[src/hdl/dsr_pkg.sv]
// ----------------------------------------------------------------------------
// dsr_pkg
// Shared widths and controller/datapath handshake types for the DER ECDSA
// signature to raw r||s converter.
// ----------------------------------------------------------------------------
package dsr_pkg;

    localparam int COMPONENT_BYTES_DEF = 32;
    localparam int SIG_BYTE_W          = 8;
    localparam int RAW_INDEX_W         = 6;

    // Commands from controller to datapath
    typedef struct packed {
        logic clear;       // restart on a first byte
        logic len_load;    // latch an integer length byte
        logic pad_emit;    // emit one zero pad word
        logic val_emit;    // emit the incoming value byte
        logic drop_clear;  // swallow the sign-padding byte
        logic err_emit;    // emit the length error word
    } dsr_cmd_t;

    // Status from datapath to controller
    typedef struct packed {
        logic out_free;    // output register can take a word this cycle
        logic len_over;    // length byte above component size + 1
        logic len_full;    // length byte equals component size + 1
        logic len_short;   // length byte below component size
        logic len_zero;    // length byte is zero
        logic pad_last;    // one pad word left
        logic val_last;    // at most one value byte left
        logic drop;        // next value byte is to be dropped
    } dsr_status_t;

endpackage

[src/hdl/dsr_sig_if.sv]
// ----------------------------------------------------------------------------
// dsr_sig_if
// Input channel: one DER signature byte per word.
// ----------------------------------------------------------------------------
interface dsr_sig_if
    import dsr_pkg::*;
();
    logic                  valid;
    logic                  ready;
    logic [SIG_BYTE_W-1:0] sig_byte;
    logic                  first_byte;

    modport source (output valid, output sig_byte, output first_byte, input ready);
    modport sink   (input valid, input sig_byte, input first_byte, output ready);
endinterface

[src/hdl/dsr_raw_if.sv]
// ----------------------------------------------------------------------------
// dsr_raw_if
// Output channel: one raw r||s byte per word, with position and flags.
// ----------------------------------------------------------------------------
interface dsr_raw_if
    import dsr_pkg::*;
();
    logic                   valid;
    logic                   ready;
    logic [SIG_BYTE_W-1:0]  raw_byte;
    logic [RAW_INDEX_W-1:0] raw_index;
    logic                   last_out;
    logic                   length_error;

    modport source (output valid, output raw_byte, output raw_index,
                    output last_out, output length_error, input ready);
    modport sink   (input valid, input raw_byte, input raw_index,
                    input last_out, input length_error, output ready);
endinterface

[src/hdl/dsr_ctrl.sv]
// ----------------------------------------------------------------------------
// dsr_ctrl
// Parser state machine: walks the DER fields and issues datapath commands.
// ----------------------------------------------------------------------------
module dsr_ctrl
    import dsr_pkg::*;
(
    input  logic        clk,
    input  logic        rst_n,
    input  logic        in_valid,
    input  logic        in_first,
    output logic        in_ready,
    input  dsr_status_t status,
    output dsr_cmd_t    cmd
);

    localparam logic [3:0] PH_IDLE   = 4'd0;
    localparam logic [3:0] PH_SEQLEN = 4'd1;
    localparam logic [3:0] PH_RTAG   = 4'd2;
    localparam logic [3:0] PH_RLEN   = 4'd3;
    localparam logic [3:0] PH_RVAL   = 4'd4;
    localparam logic [3:0] PH_STAG   = 4'd5;
    localparam logic [3:0] PH_SLEN   = 4'd6;
    localparam logic [3:0] PH_SVAL   = 4'd7;
    localparam logic [3:0] PH_PAD    = 4'd8;

    logic [3:0] phase_reg, phase_next;
    logic [3:0] ret_reg, ret_next;
    logic       accept;
    logic [3:0] val_ph, after_ph;

    assign in_ready = (phase_reg != PH_PAD) && status.out_free;
    assign accept   = in_valid && in_ready;

    always_comb
    begin
        val_ph   = (phase_reg == PH_SLEN || phase_reg == PH_SVAL) ? PH_SVAL : PH_RVAL;
        after_ph = (phase_reg == PH_SLEN || phase_reg == PH_SVAL) ? PH_IDLE : PH_STAG;
    end

    always_comb
    begin
        phase_next = phase_reg;
        ret_next   = ret_reg;
        cmd        = '0;
        if (accept)
        begin
            if (in_first)
            begin
                cmd.clear  = 1'b1;
                phase_next = PH_SEQLEN;
            end
            else
            begin
                case (phase_reg)
                    PH_SEQLEN: phase_next = PH_RTAG;
                    PH_RTAG:   phase_next = PH_RLEN;
                    PH_STAG:   phase_next = PH_SLEN;
                    PH_RLEN, PH_SLEN:
                    begin
                        cmd.len_load = 1'b1;
                        if (status.len_over)
                        begin
                            cmd.err_emit = 1'b1;
                            phase_next   = PH_IDLE;
                        end
                        else if (status.len_short)
                        begin
                            phase_next = PH_PAD;
                            ret_next   = status.len_zero ? after_ph : val_ph;
                        end
                        else
                        begin
                            phase_next = val_ph;
                        end
                    end
                    PH_RVAL, PH_SVAL:
                    begin
                        if (status.drop)
                        begin
                            cmd.drop_clear = 1'b1;
                        end
                        else
                        begin
                            cmd.val_emit = 1'b1;
                            if (status.val_last)
                            begin
                                phase_next = after_ph;
                            end
                        end
                    end
                    default: phase_next = phase_reg;
                endcase
            end
        end
        else if (phase_reg == PH_PAD && status.out_free)
        begin
            cmd.pad_emit = 1'b1;
            if (status.pad_last)
            begin
                phase_next = ret_reg;
            end
        end
    end

    always_ff @(posedge clk or negedge rst_n)
    begin
        if (!rst_n)
        begin
            phase_reg <= PH_IDLE;
            ret_reg   <= PH_IDLE;
        end
        else
        begin
            phase_reg <= phase_next;
            ret_reg   <= ret_next;
        end
    end

endmodule

[src/hdl/dsr_datapath.sv]
// ----------------------------------------------------------------------------
// dsr_datapath
// Byte counters, drop flag, raw position and the output word register.
// ----------------------------------------------------------------------------
module dsr_datapath
    import dsr_pkg::*;
#(
    parameter int COMPONENT_BYTES = COMPONENT_BYTES_DEF
)
(
    input  logic                   clk,
    input  logic                   rst_n,
    input  logic [SIG_BYTE_W-1:0]  sig_byte,
    input  dsr_cmd_t               cmd,
    output dsr_status_t            status,
    output logic                   out_valid,
    input  logic                   out_ready,
    output logic [SIG_BYTE_W-1:0]  raw_byte,
    output logic [RAW_INDEX_W-1:0] raw_index,
    output logic                   last_out,
    output logic                   length_error
);

    localparam int BW = $clog2(COMPONENT_BYTES + 1);
    localparam int PW = $clog2(2 * COMPONENT_BYTES) + 1;
    localparam logic [SIG_BYTE_W-1:0] LEN_FULL = SIG_BYTE_W'(COMPONENT_BYTES + 1);
    localparam logic [SIG_BYTE_W-1:0] LEN_CB   = SIG_BYTE_W'(COMPONENT_BYTES);
    localparam logic [PW-1:0]         POS_LAST = PW'(2 * COMPONENT_BYTES - 1);
    localparam logic [BW-1:0]         BL_FULL  = BW'(COMPONENT_BYTES);

    logic [BW-1:0]          bytes_left_reg, bytes_left_next;
    logic [BW-1:0]          pad_cnt_reg, pad_cnt_next;
    logic                   drop_reg, drop_next;
    logic [PW-1:0]          pos_reg, pos_next;
    logic                   ovalid_reg, ovalid_next;
    logic [SIG_BYTE_W-1:0]  obyte_reg, obyte_next;
    logic [RAW_INDEX_W-1:0] oindex_reg, oindex_next;
    logic                   olast_reg, olast_next;
    logic                   oerr_reg, oerr_next;
    logic                   emit_data;
    logic                   out_free;
    logic [SIG_BYTE_W-1:0]  pad_len;

    assign out_free  = !ovalid_reg || out_ready;
    assign emit_data = cmd.pad_emit || cmd.val_emit;
    assign pad_len   = LEN_CB - sig_byte;

    always_comb
    begin
        status.out_free  = out_free;
        status.len_over  = sig_byte > LEN_FULL;
        status.len_full  = sig_byte == LEN_FULL;
        status.len_short = sig_byte < LEN_CB;
        status.len_zero  = sig_byte == '0;
        status.pad_last  = pad_cnt_reg == BW'(1);
        status.val_last  = bytes_left_reg <= BW'(1);
        status.drop      = drop_reg;
    end

    always_comb
    begin
        bytes_left_next = bytes_left_reg;
        pad_cnt_next    = pad_cnt_reg;
        drop_next       = drop_reg;
        pos_next        = pos_reg;
        ovalid_next     = ovalid_reg && !out_ready;
        obyte_next      = obyte_reg;
        oindex_next     = oindex_reg;
        olast_next      = olast_reg;
        oerr_next       = oerr_reg;

        if (cmd.clear)
        begin
            bytes_left_next = '0;
            drop_next       = 1'b0;
            pos_next        = '0;
        end

        if (cmd.len_load)
        begin
            if (status.len_over)
            begin
                bytes_left_next = '0;
                drop_next       = 1'b0;
            end
            else if (status.len_full)
            begin
                bytes_left_next = BL_FULL;
                drop_next       = 1'b1;
            end
            else
            begin
                // length fits the component here, so the truncation is safe
                bytes_left_next = sig_byte[BW-1:0];
                pad_cnt_next    = pad_len[BW-1:0];
                drop_next       = 1'b0;
            end
        end

        if (cmd.drop_clear)
        begin
            drop_next = 1'b0;
        end

        if (cmd.pad_emit)
        begin
            pad_cnt_next = pad_cnt_reg - BW'(1);
        end

        if (cmd.val_emit && bytes_left_reg != '0)
        begin
            bytes_left_next = bytes_left_reg - BW'(1);
        end

        if (emit_data)
        begin
            ovalid_next = 1'b1;
            obyte_next  = cmd.val_emit ? sig_byte : '0;
            oindex_next = pos_reg[RAW_INDEX_W-1:0];
            olast_next  = pos_reg == POS_LAST;
            oerr_next   = 1'b0;
            pos_next    = pos_reg + PW'(1);
        end
        else if (cmd.err_emit)
        begin
            ovalid_next = 1'b1;
            obyte_next  = '0;
            oindex_next = '0;
            olast_next  = 1'b0;
            oerr_next   = 1'b1;
        end
    end

    always_ff @(posedge clk or negedge rst_n)
    begin
        if (!rst_n)
        begin
            bytes_left_reg <= '0;
            pad_cnt_reg    <= '0;
            drop_reg       <= 1'b0;
            pos_reg        <= '0;
            ovalid_reg     <= 1'b0;
        end
        else
        begin
            bytes_left_reg <= bytes_left_next;
            pad_cnt_reg    <= pad_cnt_next;
            drop_reg       <= drop_next;
            pos_reg        <= pos_next;
            ovalid_reg     <= ovalid_next;
        end
    end

    always_ff @(posedge clk)
    begin
        obyte_reg  <= obyte_next;
        oindex_reg <= oindex_next;
        olast_reg  <= olast_next;
        oerr_reg   <= oerr_next;
    end

    assign out_valid    = ovalid_reg;
    assign raw_byte     = obyte_reg;
    assign raw_index    = oindex_reg;
    assign last_out     = olast_reg;
    assign length_error = oerr_reg;

endmodule

[src/hdl/der_ecdsa_sig_to_raw_core.sv]
// ----------------------------------------------------------------------------
// der_ecdsa_sig_to_raw_core
// DER ECDSA signature to fixed raw r||s byte stream converter.
// ----------------------------------------------------------------------------
// Feed the DER signature one byte per word on sig_in, with first_byte set on
// the sequence tag; raw_out then carries the 2*COMPONENT_BYTES raw bytes, r
// then s, each with its index and last_out on the final one. An integer
// length L below COMPONENT_BYTES adds COMPONENT_BYTES-L zero pad words, for
// which sig_in is held off while they go out one per cycle through the
// single output register, whenever that register is free.
// An integer length above COMPONENT_BYTES+1 gives one word with
// length_error set, and input is then ignored until the next first byte.
module der_ecdsa_sig_to_raw_core
    import dsr_pkg::*;
#(
    parameter int COMPONENT_BYTES = COMPONENT_BYTES_DEF
)
(
    input  logic  clk,
    input  logic  rst_n,
    dsr_sig_if.sink   sig_in,
    dsr_raw_if.source raw_out
);

    dsr_cmd_t    cmd;
    dsr_status_t status;

    dsr_ctrl u_ctrl (
        .clk      (clk),
        .rst_n    (rst_n),
        .in_valid (sig_in.valid),
        .in_first (sig_in.first_byte),
        .in_ready (sig_in.ready),
        .status   (status),
        .cmd      (cmd)
    );

    dsr_datapath #(
        .COMPONENT_BYTES (COMPONENT_BYTES)
    ) u_datapath (
        .clk          (clk),
        .rst_n        (rst_n),
        .sig_byte     (sig_in.sig_byte),
        .cmd          (cmd),
        .status       (status),
        .out_valid    (raw_out.valid),
        .out_ready    (raw_out.ready),
        .raw_byte     (raw_out.raw_byte),
        .raw_index    (raw_out.raw_index),
        .last_out     (raw_out.last_out),
        .length_error (raw_out.length_error)
    );

endmodule

[src/flat_wrapper.sv]
// flat-port wrapper written by rule: the top's interface ports become plain ports
module der_ecdsa_sig_to_raw_core_flat import dsr_pkg::*;
#(
    parameter int COMPONENT_BYTES = COMPONENT_BYTES_DEF
)
  (clk, rst_n, sig_in_valid, sig_in_sig_byte, sig_in_first_byte, sig_in_ready, raw_out_valid, raw_out_raw_byte, raw_out_raw_index, raw_out_last_out, raw_out_length_error, raw_out_ready);
  dsr_sig_if sig_in_i ();
  dsr_raw_if raw_out_i ();
  input  logic clk;
  input  logic rst_n;
  input wire logic [$bits(sig_in_i.valid)-1:0] sig_in_valid;
  input wire logic [$bits(sig_in_i.sig_byte)-1:0] sig_in_sig_byte;
  input wire logic [$bits(sig_in_i.first_byte)-1:0] sig_in_first_byte;
  output wire logic [$bits(sig_in_i.ready)-1:0] sig_in_ready;
  output wire logic [$bits(raw_out_i.valid)-1:0] raw_out_valid;
  output wire logic [$bits(raw_out_i.raw_byte)-1:0] raw_out_raw_byte;
  output wire logic [$bits(raw_out_i.raw_index)-1:0] raw_out_raw_index;
  output wire logic [$bits(raw_out_i.last_out)-1:0] raw_out_last_out;
  output wire logic [$bits(raw_out_i.length_error)-1:0] raw_out_length_error;
  input wire logic [$bits(raw_out_i.ready)-1:0] raw_out_ready;
  assign sig_in_i.valid = sig_in_valid;
  assign sig_in_i.sig_byte = sig_in_sig_byte;
  assign sig_in_i.first_byte = sig_in_first_byte;
  assign sig_in_ready = sig_in_i.ready;
  assign raw_out_valid = raw_out_i.valid;
  assign raw_out_raw_byte = raw_out_i.raw_byte;
  assign raw_out_raw_index = raw_out_i.raw_index;
  assign raw_out_last_out = raw_out_i.last_out;
  assign raw_out_length_error = raw_out_i.length_error;
  assign raw_out_i.ready = raw_out_ready;
  der_ecdsa_sig_to_raw_core #(.COMPONENT_BYTES(COMPONENT_BYTES)) u_core (.clk(clk), .rst_n(rst_n), .sig_in(sig_in_i), .raw_out(raw_out_i));
endmodule
[config.mk]
export PLATFORM = sky130hd
export DESIGN_NAME = der_ecdsa_sig_to_raw_core_flat
export DESIGN_NICKNAME = d
export VERILOG_FILES = /design/src/hdl/dsr_pkg.sv /design/src/hdl/dsr_sig_if.sv /design/src/hdl/dsr_raw_if.sv /design/src/hdl/dsr_ctrl.sv /design/src/hdl/dsr_datapath.sv /design/src/hdl/der_ecdsa_sig_to_raw_core.sv /design/src/flat_wrapper.sv
export SDC_FILE = /design/constraint.sdc
export NUM_CORES = 1
export LEC_CHECK = 0
export BUFFER_PORTS_ARGS = -buffer_cell sky130_fd_sc_hd__buf_2
export CAP_MARGIN = 10
export CORE_MARGIN = 2
export CORE_UTILIZATION = 50
export CTS_CLUSTER_SIZE = 16
export DETAILED_ROUTE_END_ITERATION = 10
export GPL_TIMING_DRIVEN = 0
export PLACE_DENSITY = 0.7
export SLEW_MARGIN = 40
export SYNTH_ARGS = -nofsm -noshare
export SYNTH_HDL_FRONTEND = slang
export SYNTH_SLANG_ARGS = --single-unit
export TNS_END_PERCENT = 1
[constraint.sdc]
create_clock -name clk -period 2.2 [get_ports clk]
set_clock_uncertainty 0.15 [all_clocks]
set_input_delay 0.22 -clock clk [delete_from_list [all_inputs] [get_ports clk]]
set_output_delay 0.22 -clock clk [all_outputs]
set_load 0.05 [all_outputs]
### After elaboration in Yosys (flattened, before gate mapping)

Index checks and enable logic that the tools add are counted.
Widths: inputs -> output; s select.

* add/sub/neg operators: 4
* $lt $le $gt $ge: 3
* equal/unequal tests: 17
* muxes and demuxes: 50
* bitwise logic cells: 2
* reductions and logical operators: 24

Operators with widths (number)
* $mux 6: 11
* $mux 4: 8
* $mux 8: 3
* $pmux 4 s5: 1
* $mux 1: 18
* $eq 4x3->1 const B: 4
* $mux 7: 2
* $mux 3: 4
* $sub 6x1->6 const B: 2
* $reduce_and 5->1: 2
* $reduce_bool 2->1: 5
* $eq 4x2->1 const B: 2
* $eq 8x6->1 const B: 1
* $gt 8x6->1 const B: 1
* $logic_not 8->1: 1
* $lt 8x6->1 const B: 1
* $ne 4x4->1 const B: 2
* $add 7x1->7 const B: 1
* $eq 7x6->1 const B: 1
* $ne 7x2->1 const B: 1
* $eq 6x1->1 const B: 1
* $le 6x1->1 const B: 1
* $mux 2: 3
* $reduce_bool 3->1: 2
* other kinds (12): 22

* register bits after elaboration: 45
* input bits: 13

### Logic depth before layout (Yosys ltp)

* word-level depth: 8
* gate-level depth with buffers: 8
* gate-level depth less buffers: 7

### Cells and area by module

Synthesis repeated with hierarchy kept, for this count alone.

* cells, all modules: 253
* area, all modules: 2605.0 µm²

By module, submodules not included
* dsr_datapath: instances 1, cells each 185, area an instance 2005.7 µm²
* dsr_ctrl: instances 1, cells each 68, area an instance 599.3 µm²

### Worst setup path before layout

Ideal clock, no wire load.

* kind: register -> register
* from: register u_core.u_datapath.ovalid_reg, in the netlist u_core.u_datapath.out_valid
* to: register u_core.u_datapath.olast_reg, in the netlist u_core.u_datapath.last_out (enable)
* library setup time: 0.366 ns
* data arrival time: 1.683 ns
* path slack: 0.001 ns
* stages on the path, launching flop included: 5
* clock period less this slack: 2.199 ns
* path through: dfrtp_1 nor2b_1 nor4b_4 a21oi_2 nand2_1

* longest elaborated chain between the ends: 7
* elaborated cells between the ends (all ways): 10

Ends and longest elaborated chain
* from (decl): RTL line dsr_datapath.sv:35 `logic ovalid_reg, ovalid_next;`
* from (signal assigned): RTL line dsr_datapath.sv:150 `ovalid_reg <= ovalid_next;`
* $logic_not 1->1 *: RTL line dsr_datapath.sv:44 `assign out_free = !ovalid_reg || out_ready;`
* $logic_or 1x1->1 *: RTL line dsr_datapath.sv:44
* $logic_and 1x1->1, on equally long branches: RTL line dsr_ctrl.sv:96, dsr_ctrl.sv:32
* $mux 1 or $logic_and 1x1->1 (tied branches): RTL line dsr_ctrl.sv:96, dsr_ctrl.sv:33
* $mux 1 or $mux 3 (tied branches): RTL line dsr_ctrl.sv:46 `if (accept)`
* $logic_or 1x1->1: RTL line dsr_datapath.sv:45 `assign emit_data = cmd.pad_emit || cmd.val_emit;`
* $reduce_bool 2->1 (no line) *
* to (signal assigned): RTL line dsr_datapath.sv:158 `olast_reg <= olast_next;`
* to (decl): RTL line dsr_datapath.sv:38 `logic olast_reg, olast_next;`

Mark *: on every way between the ends. The rest lies on a longest branch, timed or not.
A chain may end at the register's enable or synchronous reset.

### Final worst setup path

* from: register u_core.u_datapath.bytes_left_reg[0]
* to: register u_core.u_ctrl.phase_reg[2]

* longest elaborated chain between the ends: 3

Ends and longest elaborated chain
* from (decl): RTL line dsr_datapath.sv:31 `logic [BW-1:0] bytes_left_reg, bytes_left_next;`
* from (signal assigned): RTL line dsr_datapath.sv:146 `bytes_left_reg <= bytes_left_next;`
* $le 6x1->1: RTL line dsr_datapath.sv:56 `status.val_last = bytes_left_reg <= BW'(1);`
* $ne 4x3->1 (no line)
* $reduce_and 5->1 (no line)
* to (signal assigned): RTL line dsr_ctrl.sv:115 `phase_reg <= phase_next;`
* to (decl): RTL line dsr_ctrl.sv:27 `logic [3:0] phase_reg, phase_next;`

Every way passes these cells.

==> impl_metrics.yaml <==
run_status:
  status: "complete, no violations"
worst_setup_path:
  worstPathArrival_ns: 2.17
  critPathMaxStageDelay_ns: 0.44
  cp_num_buf_inv: 1
  cp_max_fo: 5
  worstPathCellList: "inv_1 -> ha_1 -> nor2_1 -> nor4_1 -> a221o_2 -> nand2_2 -> mux2_4"
  cp_top_family: "compound AO/OA/AOI/OAI gates"
  worst_path_max_delay_cell: "a221o_2"
  crit_start: "u_core.u_datapath.bytes_left_reg[0]"
  r2r-start: "u_core.u_datapath.bytes_left_reg[0]"
  start_kind: "flop"
  worstPathRequired_ns: 2.23
  endpoint_kind: "flop"
  crit_type: "flop to flop"
timing:
  setup_viol: 0
  relSlewSlack_pct: 55.4
  worst_pin_slew_ns: 0.670
  period_needed_ns: 2.14
  layout_setup_ws_ns: 0.0586
  slew_violations: 0
  hold_viol_final: 0
  timing.final.crit_share_pct: 97.3
  max_clock_freq_mhz: 467
  rsz0062_at_grt: "true"
layout:
  largest_reg_flops: 8
  area_growth_syn_to_layout_pct: 14.5
  diodes: 0
  nets: 311
  n_fill_cell: 442
  drive_gt1_share_pct: 24.6
  layout_common_cells: "32 x buf_2, 28 x dfrtp_1, 25 x nand2_1"
  post-route-util_pct: 58.6
  layout_commonest_cell: "buf_2"
logic_synthesis:
  async_flop_share_pct: 63.6
  ys_ff_latch: 44
  postSynthCellCount: 250
  yosysUniqueCellTypes: 61
  yosysWarningCount: 0
  syn_avg_cell_area_um2: 10.4
  ys.flop_type: "dfrtp_1"
  synth-seq-area-share_pct: 45.1
  synth_nets: 273
  synth_edf_count: 15
  syn-cell-area_um2: 2600
route:
  via_per_inst: 5.60
  drc: 0
  drtIter0Drc: 166
  ant_nets: 0
  routed_wl_um: 5210
  first_pass_iters: 4
  drt-wirelength-per-cell_um: 14.5
  vias: 2009
clock_tree:
  clk_latency_ns: 0.29
  clkTransAtPathRegs_ns: 0.08
  tritoncts: "yes"
  cts_max_level: 2
  cts_buffers: 5
  cts_root_buffer: "clkbuf_8"
  ctsLongestPathBuffers: 2
  cts_sinks: 44
worst_hold_path:
  hp-class: "input port to flop"
  hp-start: "sig_in_sig_byte[0]"
pwr:
  leakage_nw: 1.32
  p_per_area_nw_per_um2: 1020
  vdd_drop_max_uv: 525
  power.total_w: 0.00302
die:
  die-width_um: 76.1
  core-area_um2: 5070
  io-pin-count: 31
  initial_utilization_pct: 51.2
  rows: 26
  die_height_um: 76.1
  dieArea_um2: 5790
placed_design:
  finalWeightedCongestion: 0.834
  place_ws_ns: -0.472
  port_buffers: 30
  dpl.hpwl_um: 3800
global_routing:
  grt_antenna_before_repair: 0
  grt_max_degree: 29
  grt_pass1_wl_um: 8970
  grt_pass1_vias: 1893
  overflow: 0
  grt_usage_pct: 19.3
job:
  cap_violations: 0
[cells in the mapped netlist (all sizes together), types with 3 or more instances]
master / count / area, um2
a31oi: 6 / 37.5
nor4: 4 / 25.0
and3: 11 / 73.8
inv: 9 / 33.8
nand3: 6 / 30.0
nand2b: 3 / 26.3
nor4b: 3 / 71.3
xor2: 7 / 61.3
or2: 3 / 18.8
nor3b: 3 / 22.5
a221o: 5 / 52.6
edfxtp: 15 / 450
o31ai: 3 / 22.5
and2: 7 / 43.8
dfrtp: 28 / 701
ha: 10 / 125
nor2: 25 / 101
a211oi: 3 / 32.5
mux2i: 5 / 50.1
nor3: 9 / 60.1
o21ai: 9 / 45.0
nand2: 27 / 104
mux2: 3 / 37.5
a21oi: 9 / 48.8
nand4: 6 / 37.5
buf: 8 / 60.1
[worst reg2reg max path, cell delays in order (launching register included)]
cell	delay, ns
dfrtp_1	0.43
inv_1	0.10
ha_1	0.25
nor2_1	0.17
nor4_1	0.07
a221o_2	0.44
nand2_2	0.12
mux2_4	0.30
[through the flow]
stage / hold WS (ns) / area, um2 / instances / setup TNS [ns]
6_report: 0.0641 / 2980 / 359 / 0
5_1_grt: 0.0683 / 2980 / 359 / -0.0802
4_1_cts: 0.0559 / 2960 / 359 / 0
3_5_place_dp: 0.143 / 2840 / 350 / -8.54
3_3_place_gp: 0.135 / 2840 / 350 / -8.39
2_1_floorplan: -0.226 / 2600 / 250 / 0
[what timing repair did]
item,4_1_cts,5_1_grt
cloned,0,0
setup endpoints to repair,15,23
hold buffers,1,0
buffers inserted,0,0
gates resized for setup,1,5
hold endpoints to repair,28,0
[final cells by class]
| type | instances | area (um2) | share of cell area, % |
|---|---|---|---|
| multi-input cells | 189 | 1350 | 45.5 |
| flip-flops and latches | 44 | 1170 | 39.4 |
| repair buffers | 31 | 160 | 5.38 |
| well taps | 70 | 87.6 | 2.94 |
| clock buffers | 6 | 72.6 | 2.44 |
| plain buffers | 8 | 62.6 | 2.10 |
| clock inverters | 2 | 35.0 | 1.18 |
| inverters | 9 | 33.8 | 1.14 |
[metal layers]
metal	vias to the layer above	part of all wire, %	track usage (%)
li1	1008	-	-
met3	7	6.4	4.86
met1	931	47	26.8
met2	63	45	30.0
met5	-	0	0
met4	0	1.2	6.18
[path summary, 6_finish.rpt]
| kind | end | slack (ns) | cells past startpoint |
|---|---|---|---|
| max reg2reg | u_core.u_ctrl.phase_reg[2] | 0.06 | 7 |
| min | u_core.u_datapath.bytes_left_reg[0] | 0.06 | 3 |
| max in group asynchronous | u_core.u_datapath.pos_reg[1] | 1.12 | 2 |
| min in group asynchronous | u_core.u_datapath.pad_cnt_reg[3] | 0.34 | 2 |
| min reg2reg | u_core.u_datapath.length_error | 0.34 | 2 |
| max | u_core.u_ctrl.phase_reg[2] | 0.06 | 7 |
[power breakdown]
part           switching, W  internal [W]
Sequential         0.000144       0.00103
Clock              0.000263      0.000337
Combinational      0.000815      0.000435
Total               0.00122       0.00180
[cells by family after synthesis]
kind of cell / after synthesis / synth area share (%)
DFF: 44 / 45.1
muxes: 8 / 3.37
AOI/OAI and AO/OA: 47 / 13.3
adders and majority gates: 10 / 4.81
xor gates and xnor gates: 9 / 3.03
and+or+nand+nor: 115 / 26.8
buffers and inverters: 17 / 3.61
(Power assumes the default switching activity.)
